`config.mk`:
```
export PLATFORM = sky130hd
export DESIGN_NAME = frame_luma_mean_unit
export DESIGN_NICKNAME = d
export VERILOG_FILES = /design/src/design/flm_pkg.sv /design/src/design/flm_regs.sv /design/src/design/flm_ctrl.sv /design/src/design/flm_dpath.sv /design/src/design/frame_luma_mean_unit.sv
export SDC_FILE = /design/constraint.sdc
export NUM_CORES = 1
export LEC_CHECK = 0
export BUFFER_PORTS_ARGS = -buffer_cell sky130_fd_sc_hd__buf_2
export CORE_MARGIN = 1.5
export CORE_UTILIZATION = 64
export CTS_BUF_LIST = sky130_fd_sc_hd__clkbuf_8 sky130_fd_sc_hd__clkbuf_16
export DETAILED_ROUTE_END_ITERATION = 8
export HOLD_SLACK_MARGIN = 0.06
export PLACE_DENSITY = 0.95
export SYNTH_ARGS = -nofsm -noshare
export SYNTH_HDL_FRONTEND = slang
export SYNTH_SLANG_ARGS = --single-unit
```
`constraint.sdc`:
```
create_clock -name clk -period 20 [get_ports clk]
set_clock_uncertainty 0.05 [all_clocks]
set_input_delay 3 -clock clk [delete_from_list [all_inputs] [get_ports clk]]
set_output_delay 3 -clock clk [all_outputs]
set_load 0.005 [all_outputs]
```
`src/design/flm_pkg.sv`:
```
`default_nettype none
package flm_pkg;

  localparam int SAMPLE_STRIDE = 8;
  localparam int MAX_PIXELS    = 65536;
  localparam int SAMPLE_CAP    = (MAX_PIXELS + SAMPLE_STRIDE - 1) / SAMPLE_STRIDE;

  localparam int PIXEL_W = 16;
  localparam int MEAN_W  = 9;
  localparam int SUM_W   = 24;
  localparam int COUNT_W = 17;
  localparam int LUMA_W  = 8;
  localparam int PHASE_W = (SAMPLE_STRIDE > 1) ? $clog2(SAMPLE_STRIDE) : 1;
  localparam int STEP_W  = $clog2(LUMA_W);

  localparam int S_DATA_W = 16;
  localparam int M_DATA_W = 16;
  localparam int APB_AW   = 3;
  localparam int APB_DW   = 32;

  localparam logic [APB_AW-1:0] ADDR_SOURCE_USABLE = 3'h0;
  localparam logic [MEAN_W-1:0] MEAN_UNUSABLE      = '1;

  typedef enum logic [1:0] {
    ST_ACCEPT,
    ST_DIVIDE,
    ST_FINISH
  } state_t;

  typedef struct packed {
    logic take;       // pixel transfer this cycle
    logic take_last;  // that pixel closes the frame
    logic div_step;   // one quotient bit
    logic finish;     // load result, clear frame
  } cmd_t;

  typedef struct packed {
    logic div_last;
    logic out_free;
  } status_t;

  // Approximate Rec.601 luma of an RGB565 pixel, channels widened to 8 bits.
  function automatic logic [LUMA_W-1:0] luma_of(input logic [PIXEL_W-1:0] px);
    logic [7:0]  r8;
    logic [7:0]  g8;
    logic [7:0]  b8;
    logic [15:0] acc;
    r8  = {px[15:11], 3'b000};
    g8  = {px[10:5], 2'b00};
    b8  = {px[4:0], 3'b000};
    // products and sum stay below 2^16
    acc = 16'(r8) * 16'd77 + 16'(g8) * 16'd150 + 16'(b8) * 16'd29;
    return acc[15:8];
  endfunction

endpackage
`default_nettype wire

```
`src/design/flm_regs.sv`:
```
`default_nettype none
module flm_regs (
  input  wire logic                         clk,
  input  wire logic                         rst,
  input  wire logic                         psel,
  input  wire logic                         penable,
  input  wire logic                         pwrite,
  input  wire logic [flm_pkg::APB_AW-1:0]   paddr,
  input  wire logic [flm_pkg::APB_DW-1:0]   pwdata,
  output logic      [flm_pkg::APB_DW-1:0]   prdata,
  output logic                              pready,
  output logic                              source_usable
);

  logic hit;

  assign pready = 1'b1;
  assign hit    = (paddr == flm_pkg::ADDR_SOURCE_USABLE);

  always_ff @(posedge clk) begin
    if (rst) begin
      source_usable <= 1'b0;
    end else if (psel && penable && pwrite && pready && hit) begin
      source_usable <= pwdata[0];
    end
  end

  always_comb begin
    prdata = '0;
    if (hit) begin
      prdata[0] = source_usable;
    end
  end

endmodule
`default_nettype wire

```
`src/design/flm_ctrl.sv`:
```
`default_nettype none
module flm_ctrl (
  input  wire logic             clk,
  input  wire logic             rst,
  input  wire logic             s_tvalid,
  input  wire logic             s_tlast,
  output logic                  s_tready,
  input  wire flm_pkg::status_t status,
  output flm_pkg::cmd_t         cmd
);

  flm_pkg::state_t state;
  flm_pkg::state_t state_next;

  always_ff @(posedge clk) begin
    if (rst) begin
      state <= flm_pkg::ST_ACCEPT;
    end else begin
      state <= state_next;
    end
  end

  always_comb begin
    state_next = state;
    s_tready   = 1'b0;
    cmd        = '0;
    unique case (state)
      flm_pkg::ST_ACCEPT: begin
        s_tready      = 1'b1;
        cmd.take      = s_tvalid;
        cmd.take_last = s_tvalid && s_tlast;
        if (s_tvalid && s_tlast) begin
          state_next = flm_pkg::ST_DIVIDE;
        end
      end
      flm_pkg::ST_DIVIDE: begin
        cmd.div_step = 1'b1;
        if (status.div_last) begin
          state_next = flm_pkg::ST_FINISH;
        end
      end
      flm_pkg::ST_FINISH: begin
        if (status.out_free) begin
          cmd.finish = 1'b1;
          state_next = flm_pkg::ST_ACCEPT;
        end
      end
      default: begin
        state_next = flm_pkg::ST_ACCEPT;
      end
    endcase
  end

endmodule
`default_nettype wire

```
`src/design/flm_dpath.sv`:
```
`default_nettype none
module flm_dpath (
  input  wire logic                          clk,
  input  wire logic                          rst,
  input  wire logic [flm_pkg::PIXEL_W-1:0]   pixel,
  input  wire logic                          source_usable,
  input  wire flm_pkg::cmd_t                 cmd,
  output flm_pkg::status_t                   status,
  output logic                               m_tvalid,
  input  wire logic                          m_tready,
  output logic      [flm_pkg::MEAN_W-1:0]    brightness_mean
);

  logic [flm_pkg::PHASE_W-1:0] phase;
  logic [flm_pkg::SUM_W-1:0]   luma_sum;
  logic [flm_pkg::COUNT_W-1:0] sample_count;
  logic [flm_pkg::STEP_W-1:0]  step;
  logic [flm_pkg::LUMA_W-1:0]  quot;

  logic                        sample;
  logic [flm_pkg::PHASE_W-1:0] phase_next;
  logic [flm_pkg::SUM_W-1:0]   shifted;
  logic                        fits;

  assign sample = (phase == '0) &&
                  (sample_count < flm_pkg::COUNT_W'(flm_pkg::SAMPLE_CAP));
  assign phase_next = (phase == flm_pkg::PHASE_W'(flm_pkg::SAMPLE_STRIDE - 1)) ?
                      '0 : phase + 1'b1;

  // Restoring division; the mean never exceeds 255, so eight steps suffice.
  assign shifted = flm_pkg::SUM_W'(sample_count) << step;
  assign fits    = (luma_sum >= shifted);

  assign status.div_last = (step == '0);
  assign status.out_free = !m_tvalid || m_tready;

  always_ff @(posedge clk) begin
    if (rst) begin
      phase        <= '0;
      luma_sum     <= '0;
      sample_count <= '0;
      step         <= '0;
      m_tvalid     <= 1'b0;
    end else begin
      if (cmd.take) begin
        if (sample) begin
          luma_sum     <= flm_pkg::SUM_W'(luma_sum +
                          flm_pkg::SUM_W'(flm_pkg::luma_of(pixel)));
          sample_count <= sample_count + 1'b1;
        end
        phase <= cmd.take_last ? '0 : phase_next;
        if (cmd.take_last) begin
          step <= flm_pkg::STEP_W'(flm_pkg::LUMA_W - 1);
        end
      end
      if (cmd.div_step) begin
        if (fits) begin
          luma_sum <= luma_sum - shifted;
        end
        step <= step - 1'b1;
      end
      if (cmd.finish) begin
        luma_sum     <= '0;
        sample_count <= '0;
        m_tvalid     <= 1'b1;
      end else if (m_tready) begin
        m_tvalid <= 1'b0;
      end
    end
  end

  always_ff @(posedge clk) begin
    if (cmd.div_step) begin
      quot <= {quot[flm_pkg::LUMA_W-2:0], fits};
    end
    if (cmd.finish) begin
      brightness_mean <= source_usable ? {1'b0, quot} : flm_pkg::MEAN_UNUSABLE;
    end
  end

endmodule
`default_nettype wire

```
`src/design/frame_luma_mean_unit.sv`:
```
// Channel   Dir  Bits  Contents
// s_axis    in   16+1  tdata: pixel (RGB565); tlast: last pixel of frame
// m_axis    out  16    tdata: brightness_mean (9-bit unsigned, zero padded)
// apb       in   32    reg 0 at 0x0: source_usable (bit 0)
//
// Pixels transfer one per cycle while s_tready is high; every eighth pixel of
// a frame, from the first and up to 8192 samples, is summed as it transfers.
// After the last pixel, s_tready drops: eight steps of the restoring divider,
// then the output load, which waits while an untaken result is still held.
// Synchronous active-high reset clears the sum, count, phase, register and
// output valid. Pixels keep flowing while a result waits at the output.
`default_nettype none
module frame_luma_mean_unit (
  input  wire logic                        clk,
  input  wire logic                        rst,
  input  wire logic                        s_tvalid,
  output logic                             s_tready,
  input  wire logic [flm_pkg::S_DATA_W-1:0] s_tdata,  // [15:0] pixel
  input  wire logic                        s_tlast,   // last_pixel
  output logic                             m_tvalid,
  input  wire logic                        m_tready,
  output logic      [flm_pkg::M_DATA_W-1:0] m_tdata,  // [8:0] brightness_mean
  input  wire logic                        psel,
  input  wire logic                        penable,
  input  wire logic                        pwrite,
  input  wire logic [flm_pkg::APB_AW-1:0]  paddr,
  input  wire logic [flm_pkg::APB_DW-1:0]  pwdata,
  output logic      [flm_pkg::APB_DW-1:0]  prdata,
  output logic                             pready
);

  logic                          source_usable;
  flm_pkg::cmd_t                 cmd;
  flm_pkg::status_t              status;
  logic [flm_pkg::MEAN_W-1:0]    brightness_mean;

  flm_regs u_regs (
    .clk           (clk),
    .rst           (rst),
    .psel          (psel),
    .penable       (penable),
    .pwrite        (pwrite),
    .paddr         (paddr),
    .pwdata        (pwdata),
    .prdata        (prdata),
    .pready        (pready),
    .source_usable (source_usable)
  );

  flm_ctrl u_ctrl (
    .clk      (clk),
    .rst      (rst),
    .s_tvalid (s_tvalid),
    .s_tlast  (s_tlast),
    .s_tready (s_tready),
    .status   (status),
    .cmd      (cmd)
  );

  flm_dpath u_dpath (
    .clk             (clk),
    .rst             (rst),
    .pixel           (s_tdata[flm_pkg::PIXEL_W-1:0]),
    .source_usable   (source_usable),
    .cmd             (cmd),
    .status          (status),
    .m_tvalid        (m_tvalid),
    .m_tready        (m_tready),
    .brightness_mean (brightness_mean)
  );

  assign m_tdata = flm_pkg::M_DATA_W'(brightness_mean);

endmodule
`default_nettype wire

```
# Word level (Yosys, flattened, before mapping)

Cells that the tools add are included.
W data, S select, Z words.

Eq/ne operators: 6
Shift-type cells: 1
Magnitude comparators: 2
Multiplexer cells: 22
Reductions and logical operators: 18
$add $sub $neg: 7
Multiply operators: 3

Operators by type and width:

| kind                    | count |
|---|---|
| $mux W24                | 4 |
| $add A24 B8 Y24         | 1 |
| $ge A24 B24 Y1          | 1 |
| $shl A17 B3 Y24         | 1 |
| $sub A24 B24 Y24        | 1 |
| $add A17 B1 Y17 const B | 1 |
| $lt A17 B14 Y1 const B  | 1 |
| $add A15 B16 Y16        | 1 |
| $add A16 B13 Y16        | 1 |
| $mux W3                 | 5 |
| $mul A6 B7 Y13 const B  | 1 |
| $mul A5 B7 Y12 const B  | 1 |
| $mul A5 B5 Y10 const B  | 1 |
| $logic_not A3 Y1        | 3 |
| $mux W9                 | 1 |
| $mux W2                 | 4 |
| $mux W1                 | 7 |
| $pmux W2 S3             | 1 |
| $reduce_bool A2 Y1      | 3 |
| $logic_and A1 B1 Y1     | 5 |
| $ne A2 B2 Y1 const B    | 2 |
| $reduce_and A2 Y1       | 2 |
| $add A3 B1 Y3 const B   | 1 |
| $eq A3 B3 Y1 const B    | 1 |
| 9 further kinds         | 9 |

Logic and storage cells: 69
Register bits after elaboration: 68
Input bits: 59
Output and inout bits: 51

# Logic depth before layout (Yosys ltp)

Word-level depth: 8
Depth in mapped cells: 26
Gate-level depth less buffers: 25

# Modules after synthesis

Synthesis repeated with hierarchy kept, for this count alone.

Cell total of the unflattened synthesis: 887
Area, all modules: 7,891.3 um^2

Modules (own cells, without submodules):

| module               | area each (um^2) | seq. area each (um^2) | instances | cells an instance |
|---|---|---|---|---|
| flm_dpath            | 7,395.8          | 1,471.4               | 1         | 824 |
| flm_regs             | 314.1            | 20.0                  | 1         | 41 |
| flm_ctrl             | 125.1            | 40.0                  | 1         | 14 |
| frame_luma_mean_unit | 56.3             | 0.0                   | 1         | 8 |

# Worst setup path after synthesis

No wires, ideal clock.

Kind: input-to-reg
Start: input port s_tdata[8] in the netlist's numbering
End: register u_dpath.luma_sum[14] in the netlist's numbering
Buffers on the path: 0
Setup slack: 11.598 ns
Stages on the path: 23
Setup time: 0.139 ns
Arrival: 8.213 ns
Data required time: 19.811 ns
Cells stage by stage: ha_1 -> ha_1 -> fa_1 -> fa_1 -> a21o_1 -> a21oi_1 -> o21bai_1 -> a21oi_1 -> xnor2_1 -> fa_1 -> inv_1 -> ha_1 -> inv_1 -> a211oi_1 -> nor2_1 -> xnor2_1 -> ha_1 -> nand2_1 -> o211a_1 -> or4_1 -> o21a_1 -> a211oi_1 -> a211oi_1

Cells in the longest elaborated chain, start to end: 8

Ends and longest elaborated chain:

| item                 | RTL line                   | text |
|---|---|---|
| from (decl)          | frame_luma_mean_unit.sv:18 | `input wire logic [flm_pkg::S_DATA_W-1:0] s_tdata,` |
| $mul A6 B7 Y13 *     | flm_pkg.sv:52              | `acc = 16'(r8) * 16'd77 + 16'(g8) * 16'd150 + 16'(b8) * 16'd29;` |
| $add A15 B16 Y16 *   | flm_pkg.sv:52              |  |
| $add A16 B13 Y16 *   | flm_pkg.sv:52              |  |
| $add A24 B8 Y24 *    | flm_dpath.sv:47            | `luma_sum <= flm_pkg::SUM_W'(luma_sum +` |
| $mux W24 *           | flm_dpath.sv:46            | `if (sample) begin` |
| $mux W24 *           | flm_dpath.sv:45            | `if (cmd.take) begin` |
| $mux W24             | flm_dpath.sv:57            | `if (fits) begin` |
| $mux W24 *           | flm_dpath.sv:56            | `if (cmd.div_step) begin` |
| to (signal assigned) | flm_dpath.sv:47            |  |
| to (signal assigned) | flm_dpath.sv:58            | `luma_sum <= luma_sum - shifted;` |
| to (decl)            | flm_dpath.sv:15            | `logic [flm_pkg::SUM_W-1:0] luma_sum;` |

Every way passes the cells marked *; elsewhere a longest branch is shown, timed or not.
A chain may end at the register's enable or synchronous reset.

# Worst setup path after layout

Same ends and word-level chain as after synthesis.

==> impl_metrics.csv <==
group,metric,value,unit
global_routing,grt_max_degree,36,
setup_path,cp.arrival,8.98,ns
setup_path,rr_worst_depth,11,
logic_synthesis,synthTopCellsByArea,"ha_1 19%, dfxtp_1 13%, edfxtp_1 6.4%, fa_1 5.8%, a21oi_1 4.0%",
die,core,12100,um^2
die,die_y,115,um
placement,dp.final_hpwl,13.5,mm
setup_path,regToRegEndpoint,"u_dpath.luma_sum[3]",
logic_synthesis,yosysSeqAreaShare,19.2,%
setup_path,worstSetupEndpointType,"flop",
placement,placed_cell_area,8090,um^2
global_routing,grt_first_pass_wirelength,30.9,mm
die,chipWidth,115,um
routing,drt_first_pass_iters,5,
setup_path,slowest_delay,0.58,ns
logic_synthesis,yosysTopAreaCell,"ha_1",
cells_and_area,final_area,8390,um^2
min_path,min_to,"u_dpath.quot[7]",
timing,rsz0062_at_grt,"no",
routing,wl_per_cell,16.9,um
clocking,clk_pin_slew,0.06,ns
clocking,htree_levels,3,
logic_synthesis,avgSynthCellArea,8.75,um^2
die,dieArea,13100,um^2
cells_and_area,nFillCells,886,
logic_synthesis,ys_ff_latch,68,
routing,drt_iter0_drc,627,
clocking,root_buffer,"clkbuf_16",
logic_synthesis,yosys_warnings,0,
global_routing,grt_usage,29.1,%
placement,gp_congestion,0.949,
global_routing,grt_pass1_vias,6840,
clocking,cts_hold_buf,0,
routing,wl,18.6,mm
min_path,hp-class,"reg2reg",
cells_and_area,antenna_cells,0,
timing,finalMaxSlewViolations,0,
cells_and_area,final_layout_size_suffix_gt1_share,10.5,%
setup_path,cp_num_buf_inv,3,
logic_synthesis,ys_types,74,
logic_synthesis,async_reset_ff_share,0,%
timing,finalCriticalPeriod,8.84,ns
setup_path,r2r_start,"u_dpath.step[1]",
die,ios,110,
clocking,clock-sinks,68,
timing,period_share,44.2,%
setup_path,cp_max_fo,5,
min_path,holdPathStages,0,
clocking,clock_latency,0.34,ns
setup_path,startpoint_type,"input port",
setup_path,crit_chain,"buf_2 > ha_1 > ha_1 > fa_1 > fa_1 > a21o_1 > a21oi_1 > o21bai_1 > a21oi_1 > xnor2_1 > fa_1 > inv_1 > ha_1 > inv_1 > a211oi_1 > o21ai_0 > a221oi_1 > ha_1 > or3_1 > o21ai_0 > or4_1 > o21a_1 > a211oi_1 > a211oi_1",
clocking,cts-buffers-inserted,9,
cells_and_area,final-seq-area,1530,um^2
timing,slew_headroom,26.8,%
logic_synthesis,synthFlopType,"dfxtp_1",
status,status,"finished clean",
die,rows,40,
placement,io_buffers,39,
timing,fin_setup_tns,0,ns
clocking,cts_max_path_buffers,2,
min_path,min_from,"u_dpath.quot[6]",
cells_and_area,synthToLayoutAreaGrowth,5.34,%
logic_synthesis,synthCells,911,
setup_path,cp_top_family,"adder cells",
setup_path,critPathKind,"in2reg",
routing,vias,6902,
routing,route.detailed.drc,0,
logic_synthesis,synth_top_area_share,18.5,%
routing,routed_via_density,6.27,
timing,hold_violations,0,
global_routing,antenna_found_initial,0,
timing,tightest_slew,1.10,ns
flow_run,cap_violations,0,
timing,setup_viol,0,
logic_synthesis,synth_edf_count,17,
clocking,cts_tree,"yes",
clocking,post-cts-setup-buffers,0,
timing,timing.fmax,0.113,GHz
global_routing,grt-ovfl-total,0,
logic_synthesis,synth.cell_area,7970,um^2
cells_and_area,fin_nets,1127,
setup_path,worst_path_max_delay_cell,"or4_1",
clocking,ctsResizeCount,0,
die,initial_core_util,66.1,%
routing,drt.antenna.violating_nets,0,
setup_path,ff2ff_setup_slack,14.81,ns
setup_path,path_common_cell,"ha_1",
cells_and_area,multi_input_area,5870,um^2
setup_path,cp.required,20.13,ns
through the flow:
step	utilization, %	cells	hold slack (ns)	setup WS (ns)
floorplan	-	948	0.367	11.60
global route	69.6	1100	0.412	10.67
CTS	69.6	1100	0.390	11.19
detailed placement	67.0	1084	0.377	10.87
finish	69.6	1100	0.390	11.16
global placement	67.0	1084	0.380	10.98
layout by cell type (no fill, tap or decap), types with 4 or more instances in the layout:
cell type / n
a21o_1: 17
conb_1: 39
and3_1: 15
clkbuf_16: 9
xnor2_1: 36
nand2b_1: 22
nand4_1: 17
a211oi_1: 31
a211oi_2: 5
nand3_1: 25
o211a_1: 5
buf_4: 5
xor2_1: 22
inv_1: 64
buf_2: 39
nor2b_1: 12
nor4_1: 5
fa_1: 23
or2_2: 4
dfxtp_1: 51
mux2_2: 4
o21bai_1: 9
edfxtp_1: 17
a21oi_1: 64
o21a_1: 12
inv_6: 4
o21ai_0: 37
nor2_1: 53
mux4_2: 8
and2_1: 8
nand2_1: 37
nor3_1: 20
ha_1: 118
a21oi_2: 4
mux2i_1: 23
or3_1: 10
synth_stat cells, drive strengths merged, types with 23 or more instances:
library cell / count
xnor2: 36
nor2: 54
fa: 23
inv: 65
a211oi: 37
o21ai: 38
nand2: 38
mux2i: 23
dfxtp: 51
ha: 118
clkbuf: 29
buf: 47
a21oi: 68
nand3: 25
layout make-up:
class / count / area share, %
multi-input combinational: 739 / 69.9
sequential: 68 / 18.2
inverter: 65 / 2.91
timing repair buffer: 44 / 2.77
clock buffer: 9 / 2.68
tap: 168 / 2.50
clock inverter: 7 / 0.969
worst register-to-register path: stages, from the launching register on:
cell	delay [ns]
dfxtp_1	1.04
mux4_2	0.65
mux2i_1	0.30
ha_1	0.36
and3_1	0.19
and2_1	0.22
a2111oi_4	0.33
o21ai_2	0.15
a211oi_4	0.81
inv_2	0.45
a221oi_2	0.40
a211oi_1	0.09
layer usage:
metal,vias up,track usage (%),share of wire [%]
met3,83,3.55,6.8
met5,-,0,0
met2,342,52.1,50
met1,3216,33.0,38
met4,0,17.8,4.9
li1,3261,-,-
flip-flops by register name (all words and copies together) (netlist names):
signal	count
u_dpath.luma_sum	24
u_dpath.sample_count	17
u_dpath.brightness_mean	9
u_dpath.quot	8
u_dpath.phase	3
u_dpath.step	3
u_ctrl.state	2
u_dpath.m_tvalid	1
u_regs.source_usable	1
cells by family after synthesis:
group	share of synthesized area [%]
AO/OA/AOI/OAI	20.0
XOR/XNOR	6.38
adder cells (fa/ha/maj)	24.3
buffers and inverters	8.87
flip-flops	19.2
multiplexers	5.72
other	0.0943
AND/OR/NAND/NOR	15.4
worst max path at each step:
stage	start	end	cells past startpoint
after floorplan	s_tdata[8]	u_dpath.luma_sum[14]	23
after global placement	s_tdata[8]	u_dpath.luma_sum[14]	24
after detailed placement	s_tdata[8]	u_dpath.luma_sum[14]	24
after CTS	s_tdata[8]	u_dpath.luma_sum[14]	24
after global routing	s_tdata[8]	u_dpath.luma_sum[14]	24
final	s_tdata[8]	u_dpath.luma_sum[14]	24
Power is not shown: default switching activity piles up to over one toggle a cycle in this logic, so the estimate is an artifact.
